### config.mk
export PLATFORM = sky130hd
export DESIGN_NAME = aga_ram
export DESIGN_NICKNAME = d
export VERILOG_FILES = /design/src/aga_ram.sv
export SDC_FILE = /design/constraint.sdc
export NUM_CORES = 1
export LEC_CHECK = 0
export BUFFER_PORTS_ARGS = -buffer_cell sky130_fd_sc_hd__buf_2
export CAP_MARGIN = 30
export CORE_MARGIN = 2
export CORE_UTILIZATION = 45
export DETAILED_ROUTE_END_ITERATION = 16
export PLACE_DENSITY = 0.79
export SKIP_LAST_GASP = 1
export SLEW_MARGIN = 0
export SYNTH_ARGS = -nofsm -noshare
export SYNTH_HDL_FRONTEND = slang
export SYNTH_SLANG_ARGS = --single-unit
### constraint.sdc
create_clock -name clk -period 0.9 [get_ports clk]
set_input_delay 0.045 -clock clk [delete_from_list [all_inputs] [get_ports clk]]
set_output_delay 0.045 -clock clk [all_outputs]
set_load 0.03 [all_outputs]
### src/aga_ram.sv
// Generic single-write, single-read RAM with registered read data.
`timescale 1ns / 1ps
module aga_ram #(
  parameter int WIDTH = 8,
  parameter int DEPTH = 2,
  parameter int AW    = (DEPTH > 2) ? $clog2(DEPTH) : 1
) (
  input  logic             clk,
  input  logic             we,
  input  logic [AW-1:0]    waddr,
  input  logic [WIDTH-1:0] wdata,
  input  logic             re,
  input  logic [AW-1:0]    raddr,
  output logic [WIDTH-1:0] rdata
);
  logic [WIDTH-1:0] mem [DEPTH];

  always_ff @(posedge clk) begin
    if (we) begin
      mem[waddr] <= wdata;
    end
    if (re) begin
      rdata <= mem[raddr];
    end
  end
endmodule

==> results.yml <==
outcome:
  status: "complete, but fails checks"
  violations: "setup timing"
floorplanning:
  fp.dieArea_um2: 2290
  dieWidth_um: 47.8
  coreArea_um2: 1760
  die_h_um: 47.8
  initial_core_util_pct: 49.0
  io_pins: 21
  rows: 15
global_route:
  grtUsageMet1_pct: 11.4
  gr-usage-met2_pct: 20.0
  gr-total-overflow: 0
  grt_pass1_vias: 394
  grt_busiest_layer: "met2"
  grt_use_total_pct: 11.0
  grt_pass1_wl_um: 1590
  grt_max_degree: 14
  antenna_found_initial: 0
  grt_use_met3_pct: 2.26
clock_network:
  h-tree-depth: 1
  cts_tree: "yes"
  cts_sinks: 24
  cts-root-buf: "clkbuf_4"
  cts_max_path_buffers: 2
  cts_buffers: 3
  cts_setup_buffers: 0
  clk_latency_ns: 0.30
  clkTransAtPathRegs_ns: 0.12
placement:
  dp_slack_ns: 0.00136
  portBuffers: 20
  gp_congestion: 0.623
synth:
  yosysSeqAreaShare_pct: 83.4
  ys_warn_count: 0
  netlist_area_um2: 865
  synth_cell_type_count: 5
  syn_nets: 48
  ys_ff_latch: 24
  syn_area_per_cell_um2: 24.7
  syn_inst: 35
layout:
  num-nets-final: 82
  drive_above_1_share_pct: 48.5
  diodes: 0
  final_core_util_pct: 65.5
  fillCellCount: 128
  area_delta_synth_final_pct: 33.7
power_and_ir_drop:
  powerDensity_nw_per_um2: 1770
  ir_worst_vdd_uv: 1150
  power.leakage_nw: 0.454
timing:
  setup_viol: 1
  hold_ws_ns: 0.0700
  tightest_slew_ns: 0.249
  finalHoldViolations: 0
  drv_slew: 0
  finalWorstSetupSlack_ns: -0.00579
  min_period_ns: 0.906
  rsz0062_at_grt: "true"
  fmax_mhz: 1100
  skew_ns: 0.00158
  fin_crit_sh_pct: 101
  maxSlewHeadroom_pct: 83.4
detailed_routing:
  ant_nets: 0
  drcViolationCount: 0
  drt_iter0_drc: 0
  wirelength_um: 1180
  viasPerCell: 4.48
  first_pass_iters: 1
  wl_per_cell_um: 12.7
  vias: 417
setup_path:
  crit_arrival_ns: 0.97
  critPathMaxStageDelay_ns: 0.41
  cp-end-kind: "flip-flop"
  cp_top_family: "flip-flops"
  crit_chain: "mux2_4"
  crit_required_ns: 0.96
  crit_buf_inv: 0
  cp-start-kind: "flip-flop"
  cp_max_fo: 1
  cp_slowest_cell: "edfxtp_1"
  critical_path_class: "reg2reg"
flow_run:
  max_cap_violations: 0
min_path:
  hold_class: "in2reg"
## area by class of cell
class	count	area [µm²]	share of cell area (%)
Tap cell	25	31.3	2.71
Clock inverter	1	3.75	0.325
Clock buffer	3	22.5	1.95
Multi-Input combinational cell	10	133	11.5
Sequential cell	24	721	62.3
Timing Repair Buffer	30	245	21.2
## flip-flops by register name (all words and copies together), names as in the netlist
name   cells
mem       16
rdata      8
## synth_stat cells
| cell type | instances | area (µm²) |
|---|---|---|
| and2_1 | 1 | 6.26 |
| buf_6 | 1 | 11.3 |
| edfxtp_1 | 24 | 721 |
| mux2_4 | 8 | 120 |
| nor2b_1 | 1 | 6.26 |
## cells by family after synthesis
| group | after synthesis | share of synthesized area (%) |
|---|---|---|
| buf+inv | 1 | 1.30 |
| flops | 24 | 83.4 |
| mux | 8 | 13.9 |
| simple gates | 2 | 1.45 |
## metrics by stage
step                      power [mW]  TNS [ns]  area [µm²]  instances
after global routing            2.12    -0.320        1160         93
after global placement          1.56         0        1000         81
after detailed placement        1.57         0        1000         81
after CTS                       2.06   -0.0529        1160         93
after floorplan                 1.49         0         865         35
final                           2.05  -0.00579        1160         93
## cells in the final DEF (no fill, tap or decap), drive strengths merged
cell and n:
clkinv 1, clkbuf 3, mux2 8, dlygate4sd3 8, nor2b 1, buf 22, edfxtp 24, and2 1
## routing by layer
metal / vias up / routed length (µm)
met5: - / 0
met4: 0 / 4
met3: 2 / 59
met2: 17 / 665
met1: 194 / 452
li1: 204 / -
## what timing repair did
item,CTS,global route
hold buffers,8,0
gates resized for setup,16,0
endpoints found under the hold margin,16,0
endpoints found under the setup margin,10,10
## power breakdown
group / internal (mW) / total [mW] / switching [mW]
Clock: 0.161 / 0.445 / 0.283
Combinational: 0.144 / 0.257 / 0.114
Sequential: 1.32 / 1.34 / 0.0242
## path summary, 6_finish.rpt
kind             start  endpoint  slack [ns]  depth (start not counted)
max          mem[1][4]  rdata[4]      -0.006                          1
min                 re  rdata[2]        0.07                          1
max reg2reg  mem[1][4]  rdata[4]      -0.006                          1
min reg2reg  mem[1][7]  rdata[7]        0.56                          1
Note: power is estimated with default switching activity, not from simulation.
