--- src/aga_pkg.sv ---
// Shared types and codes for the affine-gap local aligner.
`timescale 1ns / 1ps
package aga_pkg;

  localparam int GENOME_MAX_DEF = 1024;
  localparam int READ_MAX_DEF   = 256;

  // Command codes
  localparam logic [1:0] CMD_GENOME = 2'd0;
  localparam logic [1:0] CMD_READ   = 2'd1;
  localparam logic [1:0] CMD_RUN    = 2'd2;

  // Back codes held in the pointer matrix, one per state
  localparam logic [2:0] CODE_STOP = 3'd0;
  localparam logic [2:0] CODE_N_N  = 3'd1;
  localparam logic [2:0] CODE_N_D  = 3'd2;
  localparam logic [2:0] CODE_W_D  = 3'd3;
  localparam logic [2:0] CODE_W_W  = 3'd4;
  localparam logic [2:0] CODE_D_N  = 3'd5;
  localparam logic [2:0] CODE_D_D  = 3'd6;
  localparam logic [2:0] CODE_D_W  = 3'd7;

  // Register indexes
  localparam logic [2:0] REG_MATCH    = 3'd0;
  localparam logic [2:0] REG_MISMATCH = 3'd1;
  localparam logic [2:0] REG_G_OPEN   = 3'd2;
  localparam logic [2:0] REG_G_EXTEND = 3'd3;
  localparam logic [2:0] REG_R_OPEN   = 3'd4;
  localparam logic [2:0] REG_R_EXTEND = 3'd5;
  localparam logic [2:0] REG_TIE      = 3'd6;

  // Lanes of a score triple
  localparam int ST_D = 0;
  localparam int ST_N = 1;
  localparam int ST_W = 2;

  typedef struct packed {
    logic [7:0]        match_score;
    logic signed [8:0] mismatch_score;
    logic [7:0]        genome_gap_open;
    logic [7:0]        genome_gap_extend;
    logic [7:0]        read_gap_open;
    logic [7:0]        read_gap_extend;
    logic              tie_order;
  } cfg_t;

  function automatic int clog2_min1(input int v);
    int r;
    r = $clog2(v);
    return (r < 1) ? 1 : r;
  endfunction

endpackage

--- src/aga_cell.sv ---
// Cell unit: diagonal, north and west scores with back codes for one matrix cell.
`timescale 1ns / 1ps
module aga_cell #(
  parameter int SW = 16
) (
  input  aga_pkg::cfg_t             cfg,
  input  logic                      eq,
  input  logic [2:0][SW-1:0]        nw,
  input  logic [2:0][SW-1:0]        n,
  input  logic [2:0][SW-1:0]        w,
  output logic [2:0][SW-1:0]        cur,
  output logic [8:0]                ptr
);
  import aga_pkg::*;

  localparam int CW = SW + 2;

  logic signed [CW-1:0] ms, r_open, r_ext, g_open, g_ext;
  logic signed [CW-1:0] cd, cn, cw_, nd_c, nn_c, wd_c, ww_c;
  logic signed [CW-1:0] td, tn, tw;
  logic [2:0] bd, bn, bw;

  function automatic logic signed [CW-1:0] ext(input logic [SW-1:0] v);
    return $signed({2'b00, v});
  endfunction

  function automatic logic signed [CW-1:0] ext8(input logic [7:0] v);
    return $signed({{(CW-8){1'b0}}, v});
  endfunction

  assign ms     = eq ? ext8(cfg.match_score) : CW'(cfg.mismatch_score);
  assign r_open = ext8(cfg.read_gap_open);
  assign r_ext  = ext8(cfg.read_gap_extend);
  assign g_open = ext8(cfg.genome_gap_open);
  assign g_ext  = ext8(cfg.genome_gap_extend);

  assign cd   = ext(nw[ST_D]) + ms;
  assign cn   = ext(nw[ST_N]) + ms;
  assign cw_  = ext(nw[ST_W]) + ms;
  assign nd_c = ext(n[ST_D]) - r_open - r_ext;
  assign nn_c = ext(n[ST_N]) - r_ext;
  assign wd_c = ext(w[ST_D]) - g_open - g_ext;
  assign ww_c = ext(w[ST_W]) - g_ext;

  always_comb begin
    if (!cfg.tie_order) begin
      td = cd; bd = CODE_D_D;
      if (cn > td) begin td = cn; bd = CODE_D_N; end
      if (cw_ > td) begin td = cw_; bd = CODE_D_W; end
      tn = nd_c; bn = CODE_N_D;
      if (nn_c > tn) begin tn = nn_c; bn = CODE_N_N; end
      tw = wd_c; bw = CODE_W_D;
      if (ww_c > tw) begin tw = ww_c; bw = CODE_W_W; end
    end else begin
      td = cw_; bd = CODE_D_W;
      if (cn > td) begin td = cn; bd = CODE_D_N; end
      if (cd > td) begin td = cd; bd = CODE_D_D; end
      tn = nn_c; bn = CODE_N_N;
      if (nd_c > tn) begin tn = nd_c; bn = CODE_N_D; end
      tw = ww_c; bw = CODE_W_W;
      if (wd_c > tw) begin tw = wd_c; bw = CODE_W_D; end
    end
    // clamp at zero; a clamped state ends a path
    if (td <= 0) begin td = '0; bd = CODE_STOP; end
    if (tn <= 0) begin tn = '0; bn = CODE_STOP; end
    if (tw <= 0) begin tw = '0; bw = CODE_STOP; end
    cur[ST_D] = td[SW-1:0];
    cur[ST_N] = tn[SW-1:0];
    cur[ST_W] = tw[SW-1:0];
    ptr = {bw, bn, bd};
  end
endmodule

--- config.mk ---
export PLATFORM = sky130hd
export DESIGN_NAME = aga_cell
export DESIGN_NICKNAME = d
export VERILOG_FILES = /design/src/aga_pkg.sv /design/src/aga_cell.sv
export SDC_FILE = /design/constraint.sdc
export NUM_CORES = 1
export LEC_CHECK = 0
export BUFFER_PORTS_ARGS = -buffer_cell sky130_fd_sc_hd__buf_2
export CAP_MARGIN = 30
export CELL_PAD_IN_SITES_DETAIL_PLACEMENT = 1
export CELL_PAD_IN_SITES_GLOBAL_PLACEMENT = 1
export CORE_UTILIZATION = 44
export DETAILED_ROUTE_END_ITERATION = 10
export GPL_TIMING_DRIVEN = 0
export PLACE_DENSITY_LB_ADDON = 0.1
export SLEW_MARGIN = 5
export SYNTH_ARGS = -nofsm -noshare
export SYNTH_HDL_FRONTEND = slang
export SYNTH_SLANG_ARGS = --single-unit
--- constraint.sdc ---
create_clock -name vclk -period 18.5
set_input_delay 1.85 -clock vclk [all_inputs]
set_output_delay 1.85 -clock vclk [all_outputs]
set_load 0.005 [all_outputs]
==> results.yml <==
status:
  outcome: "complete, no violations"
timing:
  hold_viol: 0
  setup_viol: 0
  report.final.slew_viol_count: 0
  rsz0062_at_grt: "false"
  tightest_slew_ns: 0.798
  max-slew-margin-rel_pct: 45.3
  fin_crit_sh_pct: 78.8
  timing.final.crit_period_ns: 14.57
  fin_tns_setup_ns: 0
  fmax_mhz: 68.6
synth:
  syn_area_um2: 10200
  seq_area_frac_synth_pct: 0
  ys_types: 98
  syn-num-nets: 1827
  synth_cells: 1460
  synth_area_per_cell_um2: 7.01
  yosys_warnings: 0
cts:
  ctsHoldBuffers: 0
  ctsResizeCount: 0
  cts_setup_buffers: 0
setup_path:
  cp_slowest_stage_delay_ns: 0.71
  crit_path_end_kind: "output pin"
  cpMostUsedCell: "buf_2"
  required_ns: 16.65
  worstSetupEndpoint: "ptr[1]"
  criticalPathCategory: "input pin to output pin"
  cp_slowest_cell: "o41ai_2"
  crit_start: "eq"
  cp.arrival_ns: 12.72
  startpoint_type: "input pin"
  cp_max_fo: 10
power_and_ir_drop:
  p_per_area_nw_per_um2: 65.3
  p_leak_uw: 0.00576
  finalPower_uw: 759
  ir_drop_uv: 36.3
final_layout:
  final-seq-area_um2: 0
  instances_no_fill: 1952
  drive_gt1_share_pct: 17.4
  n_clock_buffer: 0
  antenna-diode-count: 0
  nets: 2036
  flops_and_latches: 0
  area_growth_pct: 13.6
floorplan:
  die_width_um: 155
  start_util_pct: 45.1
  dieArea_um2: 23900
  ios: 252
  rows: 55
  die_h_um: 155
  core-area_um2: 22700
place:
  hpwlAfterDp_mm: 32.2
  place.gp.congestion: 0.947
  port_buffers: 207
  dp_cells: 1952
route:
  firstDrtPassIters: 8
  ant_nets: 0
  viasPerCell: 5.98
  drt-initial-drc-count: 653
  vias: 11700
  wire_per_inst_um: 18.8
  totalWireLength_mm: 36.8
  route.detailed.drc: 0
global_routing:
  grt_usage_pct: 30.2
  grt_pass1_wl_mm: 59.2
  grt_max_degree: 11
  overflow: 0
  antenna_found_initial: 0
  first_global_vias: 11600
hold_path:
  hold_path.class: "input pin to output pin"
flow_run:
  maxCapViolCount: 0
worst max-delay path, delay by kind of cell:
family / cells / cell delay [ns]
muxes: 4 / 1.26
xor gates and xnor gates: 1 / 0.52
and+or+nand+nor: 10 / 1.71
buffers and inverters: 9 / 1.97
AOI/OAI and AO/OA: 15 / 3.72
adders and majority gates: 5 / 1.62
area by class of cell:
type	instances	area, um2
repair buffers	207	1040
well taps	285	357
multi-input cells	1274	9420
plain buffers	53	318
inverters	133	499
fillers	3069	11100
cells by family after synthesis:
| kind of cell | Yosys count | share of synthesized area, % |
|---|---|---|
| AND/OR/NAND/NOR | 501 | 25.3 |
| buffers and inverters | 186 | 7.98 |
| other | 1 | 0.0366 |
| AO/OA/AOI/OAI | 387 | 25.2 |
| adder cells (fa/ha/maj) | 177 | 22.2 |
| XOR/XNOR | 135 | 11.8 |
| multiplexers | 73 | 7.48 |
per-stage QoR:
| stage | cell area, um2 | util (%) | setup slack (ns) | hold WS, ns |
|---|---|---|---|---|
| 2_1_floorplan | 10200 | - | 7.29 | 3.98 |
| 3_3_place_gp | 11600 | 51.2 | 4.56 | 4.26 |
| 3_5_place_dp | 11600 | 51.2 | 4.40 | 4.28 |
| 4_1_cts | 11600 | 51.2 | 4.32 | 4.28 |
| 5_1_grt | 11600 | 51.2 | 3.54 | 4.33 |
| 6_report | 11600 | 51.2 | 3.93 | 4.28 |
routing by layer:
metal  vias to the layer above  share of wire (%)  track usage, %
met5                         -                  0               0
met4                         0                1.6            4.38
met3                        43                5.9            2.63
met2                       363                 46            52.4
met1                      5585                 46            41.3
li1                       5691                  -               -
report_power, final:
| part | switching, uW | internal [uW] | leakage, uW |
|---|---|---|---|
| clock | 0 | 0 | 0 |
| sequential | 0 | 0 | 0 |
| combinational | 448 | 312 | 0.00576 |
| total | 448 | 312 | 0.00576 |
worst min-delay path by stage:
stage,cells after the start,start,to,slack [ns]
4_1_cts,6,n[26],cur[26],4.28
6_report,6,n[26],cur[26],4.28
3_3_place_gp,6,n[28],cur[28],4.26
3_5_place_dp,6,n[28],cur[28],4.28
2_1_floorplan,4,n[28],cur[28],3.98
5_1_grt,6,n[28],cur[28],4.33
cells in the final DEF (no fill, tap or decap), types with 25 or more instances in the layout:
master	n
buf_2	221
nand2b_1	25
a211oi_1	28
xor2_1	46
xnor2_1	87
a21oi_1	109
ha_1	163
o21ai_0	71
a21o_1	60
nand4_1	33
nand2_1	94
nor3_1	43
nor2_1	152
mux2i_1	51
inv_1	132
cell usage after synthesis (all sizes together) (25+ instances only):
cell type / instances / area share (%)
nor3: 44 / 2.3
a211oi: 31 / 2.5
inv: 132 / 4.8
ha: 163 / 20
nand4: 33 / 2.0
nor2: 153 / 5.6
xnor2: 88 / 7.6
nand2b: 25 / 1.5
mux2i: 51 / 5.0
a21oi: 111 / 5.5
buf: 34 / 2.4
a21o: 60 / 4.4
o21ai: 76 / 3.8
nand2: 95 / 3.5
xor2: 46 / 3.9
No activity file was read; power rests on OpenSTA's default activity.
